**src/hw/rtl/i2c_register_master_unit_defines.svh**
```systemverilog
// Assertion helpers for the RTL of the I2C register master.
`ifndef I2C_REGISTER_MASTER_UNIT_DEFINES_SVH
`define I2C_REGISTER_MASTER_UNIT_DEFINES_SVH

`ifndef SYNTHESIS

// Immediate implication, checked at every clock edge outside reset.
`define I2CRM_ASSERT_NOW(lbl, ante, cons, msg) \
    lbl: assert property (@(posedge i_clk) disable iff (!i_rst_n) (ante) |-> (cons)) \
        else $error(msg);

// Next-cycle implication, checked outside reset.
`define I2CRM_ASSERT_NEXT(lbl, ante, cons, msg) \
    lbl: assert property (@(posedge i_clk) disable iff (!i_rst_n) (ante) |=> (cons)) \
        else $error(msg);

`else

`define I2CRM_ASSERT_NOW(lbl, ante, cons, msg)
`define I2CRM_ASSERT_NEXT(lbl, ante, cons, msg)

`endif

`endif

```
**src/hw/rtl/i2crm_pkg.sv**
```systemverilog
package i2crm_pkg;

    localparam int MAX_LEN = 16;
    localparam int BUF_AW  = $clog2(MAX_LEN);
    localparam int CNT_W   = $clog2(MAX_LEN + 1);
    localparam int IDX_W   = $clog2(MAX_LEN + 3);

    localparam logic [7:0] ACK_TIMEOUT_RST   = 8'd250;
    localparam logic [7:0] PHASE_DIVIDER_RST = 8'd10;

    localparam logic [1:0] MODE_TICK = 2'd0;
    localparam logic [1:0] MODE_PUSH = 2'd1;
    localparam logic [1:0] MODE_CMD  = 2'd2;
    localparam logic [1:0] MODE_NONE = 2'd3;

    localparam logic [1:0] OP_PROBE = 2'd0;
    localparam logic [1:0] OP_WRITE = 2'd1;
    localparam logic [1:0] OP_READ  = 2'd2;
    localparam logic [1:0] OP_NONE  = 2'd3;

    localparam logic CFG_ACK_TIMEOUT   = 1'b0;
    localparam logic CFG_PHASE_DIVIDER = 1'b1;

    typedef enum logic [3:0] {
        PH_IDLE     = 4'd0,
        PH_START1   = 4'd1,
        PH_START2   = 4'd2,
        PH_TX_LOW   = 4'd3,
        PH_TX_HIGH  = 4'd4,
        PH_ACK_LOW  = 4'd5,
        PH_ACK_WAIT = 4'd6,
        PH_RS_LOW   = 4'd7,
        PH_RX_LOW   = 4'd8,
        PH_RX_HIGH  = 4'd9,
        PH_MA_LOW   = 4'd10,
        PH_MA_HIGH  = 4'd11,
        PH_STOP1    = 4'd12,
        PH_STOP2    = 4'd13,
        PH_STOP3    = 4'd14
    } t_phase;

    // Byte to shift out for a given position in the transaction.
    function automatic logic [7:0] f_tx_byte(
        input logic [1:0]       op,
        input logic [6:0]       dev,
        input logic [7:0]       reg_a,
        input logic [IDX_W-1:0] idx,
        input logic [7:0]       entry,
        input logic             entry_ok
    );
        logic [7:0] res;
        if (idx == IDX_W'(0)) begin
            res = {dev, 1'b0};
        end else if (idx == IDX_W'(1)) begin
            res = reg_a;
        end else if (op == OP_READ) begin
            res = {dev, 1'b1};
        end else begin
            res = entry_ok ? entry : 8'd0;
        end
        return res;
    endfunction

    function automatic logic f_rx_last(
        input logic [IDX_W-1:0] idx,
        input logic [CNT_W-1:0] cnt
    );
        return ({1'b0, idx} + (IDX_W + 1)'(1)) >= (IDX_W + 1)'(cnt);
    endfunction

endpackage

```
**src/hw/rtl/i2c_register_master_unit.sv**
```systemverilog
// The result of an accepted item is registered and appears on the next clock edge.
// One item per cycle while i_out_ready holds; the single output register refills as taken.
// Tick items, not clocks, pace the bus: max(phase_divider,1) ticks per phase but ack wait.
// Reset (synchronous, active low) returns the phase to idle, empties the write buffer count
// and restores ack_timeout to 250 and phase_divider to 10; buffer contents are not cleared.
`include "i2c_register_master_unit_defines.svh"

module i2c_register_master_unit (
    input  logic                        i_clk,
    input  logic                        i_rst_n,
    input  logic                        i_in_valid,
    output logic                        o_in_ready,
    input  logic [1:0]                  i_mode,
    input  logic [1:0]                  i_op,
    input  logic [6:0]                  i_dev_addr,
    input  logic [7:0]                  i_reg_addr,
    input  logic [4:0]                  i_byte_count,
    input  logic [7:0]                  i_write_data,
    input  logic                        i_sda_in,
    output logic                        o_out_valid,
    input  logic                        i_out_ready,
    output logic                        o_scl_out,
    output logic                        o_sda_out,
    output logic                        o_busy_res,
    output logic                        o_done_res,
    output logic                        o_success,
    output logic                        o_read_valid,
    output logic [7:0]                  o_read_byte,
    output logic                        o_read_last,
    input  logic                        i_cfg_valid,
    output logic                        o_cfg_ready,
    input  logic                        i_cfg_index,
    input  logic [7:0]                  i_cfg_data
);
    import i2crm_pkg::*;

    logic [7:0]       r_ack_timeout;
    logic [7:0]       r_phase_divider;

    t_phase           r_phase,     n_phase;
    logic [7:0]       r_div_cnt,   n_div_cnt;
    logic [8:0]       r_tmo_cnt,   n_tmo_cnt;
    logic [3:0]       r_bit_index, n_bit_index;
    logic [IDX_W-1:0] r_byte_index, n_byte_index;
    logic [7:0]       r_shift,     n_shift;
    logic [1:0]       r_op,        n_op;
    logic [6:0]       r_dev,       n_dev;
    logic [7:0]       r_reg,       n_reg;
    logic [CNT_W-1:0] r_cnt,       n_cnt;
    logic             r_fail,      n_fail;
    logic [CNT_W-1:0] r_fill,      n_fill;
    logic [7:0]       r_wbuf [MAX_LEN];

    logic             r_out_valid;
    logic             r_scl, r_sda, r_busy, r_done, r_ok, r_rv, r_rl;
    logic [7:0]       r_rb;
    logic             n_scl, n_sda, n_done, n_ok, n_rv, n_rl;
    logic [7:0]       n_rb;

    logic             in_acc;
    logic             wr_en;
    logic [IDX_W-1:0] load_idx;
    logic [IDX_W-1:0] buf_off;
    logic             buf_ok;
    logic [7:0]       tx_byte;
    logic [7:0]       div_eff;
    logic [7:0]       div_inc;
    logic [CNT_W-1:0] cmd_cnt;
    logic             n_last;

    assign o_in_ready  = !r_out_valid || i_out_ready;
    assign in_acc      = i_in_valid && o_in_ready;
    assign o_cfg_ready = 1'b1;

    // Only one byte is ever loaded per item, so one buffer read port suffices.
    assign load_idx = (r_phase == PH_ACK_WAIT) ? r_byte_index + IDX_W'(1) : r_byte_index;
    assign buf_off  = load_idx - IDX_W'(2);
    assign buf_ok   = (load_idx >= IDX_W'(2)) && (buf_off < IDX_W'(MAX_LEN));
    assign tx_byte  = f_tx_byte(r_op, r_dev, r_reg, load_idx,
                                r_wbuf[buf_off[BUF_AW-1:0]], buf_ok);

    assign div_eff = (r_phase_divider == 8'd0) ? 8'd1 : r_phase_divider;
    assign div_inc = r_div_cnt + 8'd1;

    always_comb begin
        if (i_byte_count > 5'(MAX_LEN)) begin
            cmd_cnt = CNT_W'(MAX_LEN);
        end else if (i_op == OP_READ && i_byte_count == 5'd0) begin
            cmd_cnt = CNT_W'(1);
        end else begin
            cmd_cnt = CNT_W'(i_byte_count);
        end
    end

    always_comb begin
        n_phase      = r_phase;
        n_div_cnt    = r_div_cnt;
        n_tmo_cnt    = r_tmo_cnt;
        n_bit_index  = r_bit_index;
        n_byte_index = r_byte_index;
        n_shift      = r_shift;
        n_op         = r_op;
        n_dev        = r_dev;
        n_reg        = r_reg;
        n_cnt        = r_cnt;
        n_fail       = r_fail;
        n_fill       = r_fill;
        wr_en        = 1'b0;
        n_done       = 1'b0;
        n_ok         = 1'b0;
        n_rv         = 1'b0;
        n_rb         = 8'd0;
        n_rl         = 1'b0;

        if (in_acc) begin
            unique case (i_mode)
                MODE_PUSH: begin
                    if (r_phase == PH_IDLE && r_fill < CNT_W'(MAX_LEN)) begin
                        wr_en  = 1'b1;
                        n_fill = r_fill + CNT_W'(1);
                    end
                end
                MODE_CMD: begin
                    if (r_phase == PH_IDLE && i_op != OP_NONE) begin
                        n_op         = i_op;
                        n_dev        = i_dev_addr;
                        n_reg        = i_reg_addr;
                        n_cnt        = cmd_cnt;
                        n_fail       = 1'b0;
                        n_fill       = '0;
                        n_byte_index = '0;
                        n_bit_index  = '0;
                        n_div_cnt    = '0;
                        n_tmo_cnt    = '0;
                        n_phase      = PH_START1;
                    end
                end
                MODE_TICK: begin
                    if (r_phase == PH_ACK_WAIT) begin
                        if (!i_sda_in) begin
                            n_div_cnt = '0;
                            priority if (r_op == OP_WRITE) begin
                                n_byte_index = r_byte_index + IDX_W'(1);
                                if ((IDX_W + 1)'(n_byte_index) >=
                                    (IDX_W + 1)'(r_cnt) + (IDX_W + 1)'(2)) begin
                                    n_phase = PH_STOP1;
                                end else begin
                                    n_shift     = tx_byte;
                                    n_bit_index = '0;
                                    n_phase     = PH_TX_LOW;
                                end
                            end else if (r_op == OP_READ) begin
                                if (r_byte_index == IDX_W'(0)) begin
                                    n_byte_index = IDX_W'(1);
                                    n_shift      = tx_byte;
                                    n_bit_index  = '0;
                                    n_phase      = PH_TX_LOW;
                                end else if (r_byte_index == IDX_W'(1)) begin
                                    n_byte_index = IDX_W'(2);
                                    n_phase      = PH_RS_LOW;
                                end else begin
                                    n_byte_index = '0;
                                    n_bit_index  = '0;
                                    n_shift      = '0;
                                    n_phase      = PH_RX_LOW;
                                end
                            end else begin
                                n_phase = PH_STOP1;
                            end
                        end else begin
                            if (r_tmo_cnt < 9'h1FF) begin
                                n_tmo_cnt = r_tmo_cnt + 9'd1;
                            end
                            if (n_tmo_cnt > {1'b0, r_ack_timeout}) begin
                                n_fail    = 1'b1;
                                n_div_cnt = '0;
                                n_phase   = PH_STOP1;
                            end
                        end
                    end else if (r_phase != PH_IDLE) begin
                        n_div_cnt = div_inc;
                        if (div_inc >= div_eff) begin
                            n_div_cnt = '0;
                            unique case (r_phase)
                                PH_START1: n_phase = PH_START2;
                                PH_START2: begin
                                    n_shift     = tx_byte;
                                    n_bit_index = '0;
                                    n_phase     = PH_TX_LOW;
                                end
                                PH_TX_LOW: n_phase = PH_TX_HIGH;
                                PH_TX_HIGH: begin
                                    n_bit_index = r_bit_index + 4'd1;
                                    n_phase = (n_bit_index >= 4'd8) ? PH_ACK_LOW : PH_TX_LOW;
                                end
                                PH_ACK_LOW: begin
                                    n_tmo_cnt = '0;
                                    n_phase   = PH_ACK_WAIT;
                                end
                                PH_RS_LOW: n_phase = PH_START1;
                                PH_RX_LOW: n_phase = PH_RX_HIGH;
                                PH_RX_HIGH: begin
                                    n_shift     = {r_shift[6:0], i_sda_in};
                                    n_bit_index = r_bit_index + 4'd1;
                                    if (n_bit_index >= 4'd8) begin
                                        n_rv    = 1'b1;
                                        n_rb    = n_shift;
                                        n_rl    = f_rx_last(r_byte_index, r_cnt);
                                        n_phase = PH_MA_LOW;
                                    end else begin
                                        n_phase = PH_RX_LOW;
                                    end
                                end
                                PH_MA_LOW: n_phase = PH_MA_HIGH;
                                PH_MA_HIGH: begin
                                    if (f_rx_last(r_byte_index, r_cnt)) begin
                                        n_phase = PH_STOP1;
                                    end else begin
                                        n_byte_index = r_byte_index + IDX_W'(1);
                                        n_bit_index  = '0;
                                        n_shift      = '0;
                                        n_phase      = PH_RX_LOW;
                                    end
                                end
                                PH_STOP1: n_phase = PH_STOP2;
                                PH_STOP2: n_phase = PH_STOP3;
                                PH_STOP3: begin
                                    n_phase = PH_IDLE;
                                    n_done  = 1'b1;
                                    n_ok    = !r_fail;
                                end
                                default: n_phase = PH_IDLE;
                            endcase
                        end
                    end
                end
                default: begin
                end
            endcase
        end
    end

    // Bus levels follow the state left behind by the item.
    assign n_last = f_rx_last(n_byte_index, n_cnt);

    always_comb begin
        unique case (n_phase)
            PH_START2: begin
                n_scl = 1'b1;
                n_sda = 1'b0;
            end
            PH_TX_LOW: begin
                n_scl = 1'b0;
                n_sda = n_shift[~n_bit_index[2:0]];
            end
            PH_TX_HIGH: begin
                n_scl = 1'b1;
                n_sda = n_shift[~n_bit_index[2:0]];
            end
            PH_ACK_LOW, PH_RS_LOW, PH_RX_LOW: begin
                n_scl = 1'b0;
                n_sda = 1'b1;
            end
            PH_MA_LOW: begin
                n_scl = 1'b0;
                n_sda = n_last;
            end
            PH_MA_HIGH: begin
                n_scl = 1'b1;
                n_sda = n_last;
            end
            PH_STOP1: begin
                n_scl = 1'b0;
                n_sda = 1'b0;
            end
            PH_STOP2: begin
                n_scl = 1'b1;
                n_sda = 1'b0;
            end
            default: begin
                n_scl = 1'b1;
                n_sda = 1'b1;
            end
        endcase
    end

    always_ff @(posedge i_clk) begin
        if (!i_rst_n) begin
            r_ack_timeout   <= ACK_TIMEOUT_RST;
            r_phase_divider <= PHASE_DIVIDER_RST;
        end else if (i_cfg_valid) begin
            unique case (i_cfg_index)
                CFG_ACK_TIMEOUT:   r_ack_timeout   <= i_cfg_data;
                CFG_PHASE_DIVIDER: r_phase_divider <= i_cfg_data;
            endcase
        end
    end

    always_ff @(posedge i_clk) begin
        if (!i_rst_n) begin
            r_phase      <= PH_IDLE;
            r_div_cnt    <= '0;
            r_tmo_cnt    <= '0;
            r_bit_index  <= '0;
            r_byte_index <= '0;
            r_shift      <= '0;
            r_op         <= '0;
            r_dev        <= '0;
            r_reg        <= '0;
            r_cnt        <= '0;
            r_fail       <= 1'b0;
            r_fill       <= '0;
            r_out_valid  <= 1'b0;
        end else begin
            r_phase      <= n_phase;
            r_div_cnt    <= n_div_cnt;
            r_tmo_cnt    <= n_tmo_cnt;
            r_bit_index  <= n_bit_index;
            r_byte_index <= n_byte_index;
            r_shift      <= n_shift;
            r_op         <= n_op;
            r_dev        <= n_dev;
            r_reg        <= n_reg;
            r_cnt        <= n_cnt;
            r_fail       <= n_fail;
            r_fill       <= n_fill;
            if (in_acc) begin
                r_out_valid <= 1'b1;
            end else if (i_out_ready) begin
                r_out_valid <= 1'b0;
            end
        end
    end

    always_ff @(posedge i_clk) begin
        if (wr_en) begin
            r_wbuf[r_fill[BUF_AW-1:0]] <= i_write_data;
        end
    end

    always_ff @(posedge i_clk) begin
        if (in_acc) begin
            r_scl  <= n_scl;
            r_sda  <= n_sda;
            r_busy <= (n_phase != PH_IDLE);
            r_done <= n_done;
            r_ok   <= n_ok;
            r_rv   <= n_rv;
            r_rb   <= n_rb;
            r_rl   <= n_rl;
        end
    end

    assign o_out_valid  = r_out_valid;
    assign o_scl_out    = r_scl;
    assign o_sda_out    = r_sda;
    assign o_busy_res   = r_busy;
    assign o_done_res   = r_done;
    assign o_success    = r_ok;
    assign o_read_valid = r_rv;
    assign o_read_byte  = r_rb;
    assign o_read_last  = r_rl;

    `I2CRM_ASSERT_NOW(a_done_not_busy, r_out_valid && r_done, !r_busy, "done reported while busy")
    `I2CRM_ASSERT_NOW(a_ok_needs_done, r_out_valid && r_ok, r_done, "success without done")
    `I2CRM_ASSERT_NOW(a_rx_fields_clear, r_out_valid && !r_rv,
                      (r_rb == 8'd0) && !r_rl, "read fields set without a received byte")
    `I2CRM_ASSERT_NOW(a_fill_bound, 1'b1, r_fill <= CNT_W'(MAX_LEN), "write buffer overfilled")
    `I2CRM_ASSERT_NOW(a_tx_bit_range, (r_phase == PH_TX_LOW) || (r_phase == PH_TX_HIGH),
                      r_bit_index < 4'd8, "bit index out of range while sending")
    `I2CRM_ASSERT_NEXT(a_done_goes_idle, in_acc && n_done, r_phase == PH_IDLE,
                       "bus not idle after completion")

endmodule
```
**config.mk**
```make
export PLATFORM = sky130hd
export DESIGN_NAME = i2c_register_master_unit
export DESIGN_NICKNAME = d
export VERILOG_FILES = /design/src/hw/rtl/i2crm_pkg.sv /design/src/hw/rtl/i2c_register_master_unit.sv
export VERILOG_INCLUDE_DIRS = /design/src /design/src/hw/rtl
export SDC_FILE = /design/constraint.sdc
export NUM_CORES = 1
export LEC_CHECK = 0
export BUFFER_PORTS_ARGS = -buffer_cell sky130_fd_sc_hd__buf_4
export CAP_MARGIN = 20
export CORE_MARGIN = 2
export CORE_UTILIZATION = 29
export CTS_CLUSTER_SIZE = 8
export DETAILED_ROUTE_END_ITERATION = 16
export GPL_ROUTABILITY_DRIVEN = 0
export PLACE_DENSITY_LB_ADDON = 0.08
export SETUP_SLACK_MARGIN = 0.2
export SLEW_MARGIN = 5
export SYNTH_ARGS = -nofsm -noshare
export SYNTH_HDL_FRONTEND = slang
export SYNTH_SLANG_ARGS = --single-unit
```
**constraint.sdc**
```tcl
create_clock -name i_clk -period 4.54 [get_ports i_clk]
set_input_delay 0.454 -clock i_clk [delete_from_list [all_inputs] [get_ports i_clk]]
set_output_delay 0.454 -clock i_clk [all_outputs]
set_load 0.05 [all_outputs]
```
==> Word-level counts from Yosys, hierarchy flattened <==
Memories as Yosys holds them, arrays and structs flattened.
Cells that the tools add are included.
{ "totals": {"regBits": 98, "mem_bits_rw": 128, "input_bits": 47, "output_inout_bits": 18, "memories": 1} }
{ "mem_list": {"columns": ["name", "depth", "word_bits", "rd", "rd_clocked_by_memory_dff", "wr", "line_no", "rtl"], "rows": [
  ["r_wbuf", 16, 8, 1, 0, 1, "i2c_register_master_unit.sv:52", "logic [7:0] r_wbuf [MAX_LEN];"]
]} }
{ "classes": {"n_addsub": 9, "order_cmp": 12, "n_eq_ne": 48, "muxes": 108, "n_bitwise": 8, "reduce_logical": 36} }
{ "ops": {"columns": ["operator", "count"], "rows": [
  ["$mux 8", 23],
  ["$mux 9", 11],
  ["$mux 4", 23],
  ["$mux 5", 18],
  ["$eq 4x4->1 const B", 12],
  ["$pmux 4 s12", 1],
  ["$eq 4x3->1 const B", 7],
  ["$pmux 8 s3", 1],
  ["$pmux 5 s2", 2],
  ["$pmux 9 s2", 1],
  ["$eq 4x2->1 const B", 4],
  ["$ne 4x4->1 const B", 4],
  ["$pmux 4 s2", 2],
  ["$pmux 8 s2", 1],
  ["$logic_not 5->1", 3],
  ["$mux 1", 15],
  ["$add 5x1->6 const B", 2],
  ["$ge 6x5->1", 2],
  ["$ne 2x2->1 const B", 6],
  ["$ne 3x3->1 const B", 4],
  ["$pmux 4 s3", 1],
  ["$reduce_or 6->1", 2],
  ["$reduce_and 11->1", 1],
  ["$add 5x1->5 const B", 2],
  ["other kinds (46)", 73]
]} }

==> Logic depth before layout (Yosys ltp) <==
{ "logic_depth": {"word_depth": 19, "ltp_mapped": 23, "mapped_depth_nobuf": 22} }

==> Worst setup path before layout <==
OpenSTA, ideal clock, no wires.
{ "synth_timing": {"kind": "reg2reg", "start": "reg r_byte_index[1]", "end": "reg r_sda (netlist: o_sda_out) (data pin)", "arrival_time_ns": 4.307, "setup_slack_ns": 0.084, "stages_incl_launch_ff": 20, "n_path_buf": 4, "period_less_slack_ns": 4.456, "path_cell_list": "dfxtp_1 -> clkbuf_1 -> inv_1 -> ha_1 -> clkbuf_1 -> nand2_2 -> nand2_2 -> inv_2 -> buf_4 -> clkbuf_1 -> ha_1 -> xnor3_1 -> mux4_2 -> a21oi_1 -> a21oi_1 -> a211oi_1 -> o21a_1 -> nand3_1 -> a311o_1 -> o22ai_2"} }
{ "synth_via": {"elab_chain_cells": 19, "word_cells_on_any_way": 86, "classes_between": "add/sub: 4; order compare: 5; eq/ne: 9; mux: 60; bitwise: 1; reduce/logical: 6; memory: 1"} }
{ "synth_rtl": {"columns": ["item", "line_no", "rtl"], "rows": [
  ["start, declared", "i2c_register_master_unit.sv:44", "logic [IDX_W-1:0] r_byte_index, n_byte_index;"],
  ["start signal, assigned", "i2c_register_master_unit.sv:319", "r_byte_index <= n_byte_index;"],
  ["$add 5x1->5", "i2c_register_master_unit.sv:76, i2c_register_master_unit.sv:143, i2c_register_master_unit.sv:219", null],
  ["$mux 5", "i2c_register_master_unit.sv:76", "assign load_idx = (r_phase == PH_ACK_WAIT) ? r_byte_index + IDX_W'(1) : r_byte_index;"],
  ["$sub 5x2->5", "i2c_register_master_unit.sv:77", "assign buf_off = load_idx - IDX_W'(2);"],
  ["$lt 5x5->1", "i2c_register_master_unit.sv:78", "assign buf_ok = (load_idx >= IDX_W'(2)) && (buf_off < IDX_W'(MAX_LEN));"],
  ["$logic_and 1x1->1", "i2c_register_master_unit.sv:78", null],
  ["$mux 8", "i2crm_pkg.sv:59", "res = entry_ok ? entry : 8'd0;"],
  ["$mux 8", "i2crm_pkg.sv:56", "end else if (op == OP_READ) begin"],
  ["$mux 8", "i2crm_pkg.sv:54", "end else if (idx == IDX_W'(1)) begin"],
  ["(+4 left out)", null, null],
  ["$mux 8", "i2c_register_master_unit.sv:140", "if (!i_sda_in) begin"],
  ["$mux 8", "i2c_register_master_unit.sv:139", "if (r_phase == PH_ACK_WAIT) begin"],
  ["$mux 8", "i2c_register_master_unit.sv:116", "unique case (i_mode)"],
  ["$mux 8", "i2c_register_master_unit.sv:115", "if (in_acc) begin"],
  ["$bmux 1 s3", "i2c_register_master_unit.sv:254, i2c_register_master_unit.sv:258", null],
  ["$mux 1 (implied by the code)", "i2c_register_master_unit.sv:254, i2c_register_master_unit.sv:258", null],
  ["$pmux 1 s3 *", "i2c_register_master_unit.sv:247", "unique case (n_phase)"],
  ["named net n_sda", "i2c_register_master_unit.sv:57", "logic n_scl, n_sda, n_done, n_ok, n_rv, n_rl;"],
  ["end signal, assigned", "i2c_register_master_unit.sv:344", "r_sda <= n_sda;"],
  ["end, declared", "i2c_register_master_unit.sv:55", "logic r_scl, r_sda, r_busy, r_done, r_ok, r_rv, r_rl;"]
]} }
The timed path passes the listed nets; every way through them passes the cells marked *. The select of a mux whose other input is x is not followed.
A chain may end at the register's enable or synchronous reset.

==> Worst setup path in the final report <==
{ "layout_timing": {"start": "reg r_div_cnt[2]", "end": "reg r_sda (netlist: o_sda_out) (data pin)"} }
{ "layout_via": {"elab_chain_cells": 11, "word_cells_on_any_way": 38, "classes_between": "add/sub: 2; order compare: 2; eq/ne: 7; mux: 23; bitwise: 1; reduce/logical: 3"} }
{ "layout_rtl": {"columns": ["item", "line_no", "rtl"], "rows": [
  ["start, declared", "i2c_register_master_unit.sv:41", "logic [7:0] r_div_cnt, n_div_cnt;"],
  ["start signal, assigned", "i2c_register_master_unit.sv:316", "r_div_cnt <= n_div_cnt;"],
  ["$add 8x1->8 *", "i2c_register_master_unit.sv:83", "assign div_inc = r_div_cnt + 8'd1;"],
  ["$ge 8x8->1 *", "i2c_register_master_unit.sv:182", "if (div_inc >= div_eff) begin"],
  ["parallel branches: the longest is 8 deep, another holds $add 5x1->6", null, null],
  ["$pmux 1 s3 *", "i2c_register_master_unit.sv:247", null],
  ["named net n_sda", "i2c_register_master_unit.sv:57", null]
]} }
Mark *: on every way through the listed nets, which the timed path passes. The select of a mux whose other input is x is not followed.

==> results.py <==
metrics = {
    "run_status": {
        "outcome": "finished, final reports clean",
    },
    "placement": {
        "dpl.hpwl_um": 25400,
        "place_area_mm2": 0.0132,
        "port_buffers": 63,
        "place_ws_ns": 0.109,
    },
    "logic_synthesis": {
        "syn_inst": 1203,
        "synth_ff_type": "edfxtp_1",
        "ys_seq_area_frac": 0.497,
        "netlist_area_mm2": 0.0120,
        "ys_async_sr_fraction": 0,
        "syn_nets": 1294,
        "avgSynthCellArea_um2": 9.97,
        "synth_edf_count": 143,
        "ys_warn_count": 0,
        "yosysUniqueCellTypes": 89,
        "yosys_register_bits": 226,
    },
    "cts": {
        "insertion_delay_ns": 0.54,
        "cts_tree": "yes",
        "clk_pin_slew_ns": 0.05,
        "clockBufferDepth": 3,
        "h-tree-depth": 2,
        "cts_sinks": 226,
        "numCtsBuffers": 34,
        "cts_root_buffer": "clkbuf_16",
    },
    "critical_path": {
        "end_kind": "flop",
        "critical_path_class": "reg2reg",
        "r2r-end": "o_sda_out$_DFFE_PP_",
        "start_kind": "flop",
        "critical-path-top-delay-family": "compound AO/OA/AOI/OAI gates",
        "reg2regPathDepth": 18,
        "crit_chain": "nand3_2 > nor2_4 > xor2_2 > ha_4 > a2111o_1 > a31oi_2 > o21ai_2 > and3_4 > a21oi_1 > nor2_1 > a21oi_1 > nor2_1 > xnor2_1 > ha_1 > a21oi_2 > o31ai_4 > a21oi_2 > o22ai_2",
        "crit_slowest_cell": "a21oi_1",
        "cp.required_ns": 4.81,
        "crit_buf_inv": 0,
        "rr_startpoint": "r_div_cnt[2]$_SDFFE_PN0P_",
        "reg2reg_slack_ns": 0.42,
        "worstPathArrival_ns": 4.39,
        "crit_path_max_incr_delay_ns": 0.51,
        "crit_fanout": 6,
    },
    "sta": {
        "rsz0062_at_grt": "no",
        "tightest_slew_ns": 1.00,
        "slew_viol_final": 0,
        "setup_violations": 0,
        "slew_headroom": 0.332,
        "hold_viol": 0,
        "finalCritPeriodShare": 0.908,
        "hold-worst-slack_ns": 0.170,
        "fin_setup_tns_ns": 0,
        "fin_worst_skew_ns": 0.0257,
        "layout_setup_ws_ns": 0.416,
        "fin_crit_ns": 4.12,
        "fmax_mhz": 242,
    },
    "route": {
        "first_pass_iters": 5,
        "drtIter0Drc": 554,
        "routed_wire_length_per_instance_um": 20.3,
        "viasPerCell": 5.09,
        "vias": 9379,
        "drc_errors": 0,
        "wirelength_um": 37500,
        "ant_nets": 0,
    },
    "floorplan": {
        "start_util": 0.294,
        "rows": 74,
        "die_h_um": 207,
        "io_pins": 65,
        "coreArea_mm2": 0.0408,
        "die_w_um": 207,
        "dieArea_mm2": 0.0430,
    },
    "power": {
        "clock_power_share": 0.476,
        "power.switching_uw": 1230,
        "p_leak_uw": 0.00530,
        "cell_internal_pwr_uw": 3760,
        "ir_worst_vdd_mv": 0.270,
        "comb_power_share": 0.076,
        "power_frac_seq": 0.448,
        "powerDensity_mw_per_mm2": 346,
        "switching_share": 0.247,
    },
    "min_path": {
        "worst_hold_path_type": "in2reg",
        "hold_path_end": "r_dev[2]$_SDFFE_PN0P_",
        "worstHoldStart": "i_dev_addr[2]",
        "min_path_cells": 3,
    },
    "cells_and_area": {
        "final_area_mm2": 0.0144,
        "utilization": 0.353,
        "diodes": 0,
        "finalNetCount": 1385,
        "drive_gt1_frac": 0.166,
        "area_delta_synth_final_pct": 20.1,
        "largest_register_ffs": 128,
    },
    "run": {
        "cap_violations": 0,
    },
    "global_routing": {
        "antenna_found_initial": 0,
        "track_usage": 0.173,
        "overflow": 0,
        "grt_pass1_wl_um": 57200,
        "grt_pass1_vias": 9318,
        "grt_max_degree": 53,
    },
}
## cell type report
| type | instances | area, um^2 |
|---|---|---|
| clock inverters | 4 | 62.6 |
| multi-input cells | 869 | 5740 |
| clock buffers | 50 | 921 |
| repair buffers | 116 | 871 |
| fillers | 4176 | 26400 |
| well taps | 532 | 666 |
| inverters | 47 | 176 |
| flip-flops and latches | 226 | 5970 |
## timing repair
action,CTS,global route
setup buffers,2,5
resized for setup,4,39
pin swaps,2,9
hold buffers,0,0
setup endpoints to repair,1,1
## cells in the mapped netlist (3+ instances only)
| library cell | n | area share |
|---|---|---|
| nand3_1 | 60 | 0.025 |
| o21bai_1 | 5 | 0.0031 |
| nand2_1 | 176 | 0.055 |
| o21ai_1 | 5 | 0.0021 |
| nor2b_1 | 12 | 0.0063 |
| nor2_1 | 82 | 0.026 |
| a22o_1 | 7 | 0.0051 |
| buf_2 | 10 | 0.0042 |
| ha_1 | 44 | 0.046 |
| a32oi_1 | 7 | 0.0051 |
| and2_1 | 40 | 0.021 |
| a222oi_1 | 3 | 0.0025 |
| o21a_1 | 9 | 0.0056 |
| nand2_2 | 4 | 0.0021 |
| o221ai_1 | 9 | 0.0066 |
| a22oi_1 | 7 | 0.0044 |
| buf_6 | 4 | 0.0038 |
| a21oi_1 | 88 | 0.037 |
| inv_1 | 44 | 0.014 |
| a221oi_1 | 5 | 0.0037 |
| edfxtp_1 | 143 | 0.36 |
| a211oi_1 | 6 | 0.0038 |
| o31ai_1 | 7 | 0.0044 |
| xor2_1 | 12 | 0.0088 |
| clkbuf_1 | 40 | 0.013 |
| nand2b_1 | 16 | 0.0083 |
| a21o_1 | 5 | 0.0031 |
| a31oi_1 | 15 | 0.0078 |
| buf_4 | 6 | 0.0038 |
| nand4_1 | 17 | 0.0089 |
| nor3_1 | 17 | 0.0071 |
| mux4_2 | 3 | 0.0056 |
| nor4_1 | 3 | 0.0016 |
| o211ai_1 | 16 | 0.010 |
| dfxtp_1 | 83 | 0.14 |
| o2111ai_1 | 4 | 0.0029 |
| and3_1 | 13 | 0.0068 |
| xnor2_1 | 16 | 0.012 |
| mux2i_1 | 56 | 0.047 |
| nor3b_1 | 13 | 0.0081 |
| o21ai_0 | 30 | 0.013 |
| inv_2 | 3 | 0.00094 |
## metrics by stage
stage | std cells | total power (uW)
floorplan | 1203 | 2480
global placement | 1783 | 2640
detailed placement | 1783 | 2640
CTS | 1839 | 5050
global route | 1844 | 5180
finish | 1844 | 4990
## placed cells by master (no fill, tap or decap), types with 7 or more instances in the layout
| cell type | netlist | routed |
|---|---|---|
| nand2_1 | 176 | 175 |
| edfxtp_1 | 143 | 143 |
| buf_4 | 6 | 116 |
| a21oi_1 | 88 | 85 |
| nor2_1 | 82 | 80 |
| dfxtp_1 | 83 | 77 |
| nand3_1 | 60 | 57 |
| mux2i_1 | 56 | 56 |
| inv_1 | 44 | 44 |
| and2_1 | 40 | 40 |
| ha_1 | 44 | 39 |
| clkbuf_16 | 0 | 34 |
| o21ai_0 | 30 | 28 |
| nand4_1 | 17 | 17 |
| nand2b_1 | 16 | 16 |
| nor3_1 | 17 | 16 |
| o211ai_1 | 16 | 16 |
| clkbuf_1 | 40 | 15 |
| xnor2_1 | 16 | 14 |
| nor3b_1 | 13 | 13 |
| and3_1 | 13 | 12 |
| nor2b_1 | 12 | 12 |
| a31oi_1 | 15 | 12 |
| xor2_1 | 12 | 10 |
| o221ai_1 | 9 | 9 |
| o21a_1 | 9 | 9 |
| a32oi_1 | 7 | 7 |
| a22oi_1 | 7 | 7 |
| a22o_1 | 7 | 7 |
## power by group through the flow
stage | logic [uW] | clock network [uW] | registers, uW
2_1_floorplan | 177 | 0 | 2300
3_3_place_gp | 365 | 0 | 2280
3_5_place_dp | 363 | 0 | 2280
4_1_cts | 366 | 2450 | 2240
5_1_grt | 413 | 2520 | 2240
6_report | 377 | 2380 | 2240
## worst min-delay path, cell delays in order
cell	delay (ns)
buf_4	0.11
nand2_1	0.05
a21oi_1	0.05
## how the worst max path moves through the flow
stage / from / to / slack, ns / cells past startpoint
final: r_div_cnt[2]$_SDFFE_PN0P_ / o_sda_out$_DFFE_PP_ / 0.42 / 18
after global routing: r_div_cnt[2]$_SDFFE_PN0P_ / o_sda_out$_DFFE_PP_ / 0.14 / 19
after CTS: r_div_cnt[2]$_SDFFE_PN0P_ / o_sda_out$_DFFE_PP_ / 0.22 / 21
after detailed placement: r_div_cnt[2]$_SDFFE_PN0P_ / o_sda_out$_DFFE_PP_ / 0.11 / 21
after global placement: r_div_cnt[2]$_SDFFE_PN0P_ / o_sda_out$_DFFE_PP_ / 0.20 / 21
after floorplan: r_byte_index[0]$_SDFF_PN0_ / o_sda_out$_DFFE_PP_ / 0.22 / 19
## kinds of logic (layout without fill, tap and decap cells)
logic type / count (synthesis) / in the layout / synth area share
compound gates: 259 / 259 / 0.146
xor+xnor: 31 / 31 / 0.0260
fa+ha+maj: 44 / 44 / 0.0459
buf+inv: 108 / 217 / 0.0402
flops: 226 / 226 / 0.497
mux: 60 / 60 / 0.0533
other cells: 1 / 1 / 0.000313
simple gates: 474 / 474 / 0.192
## routing by layer
metal,GRT usage,vias up,routed length [um]
li1,-,4600,-
met1,0.220,4546,16600
met2,0.299,176,18500
met3,0.0268,57,1380
met4,0.0549,0,975
met5,0,-,0
(Power assumes the default switching activity.)
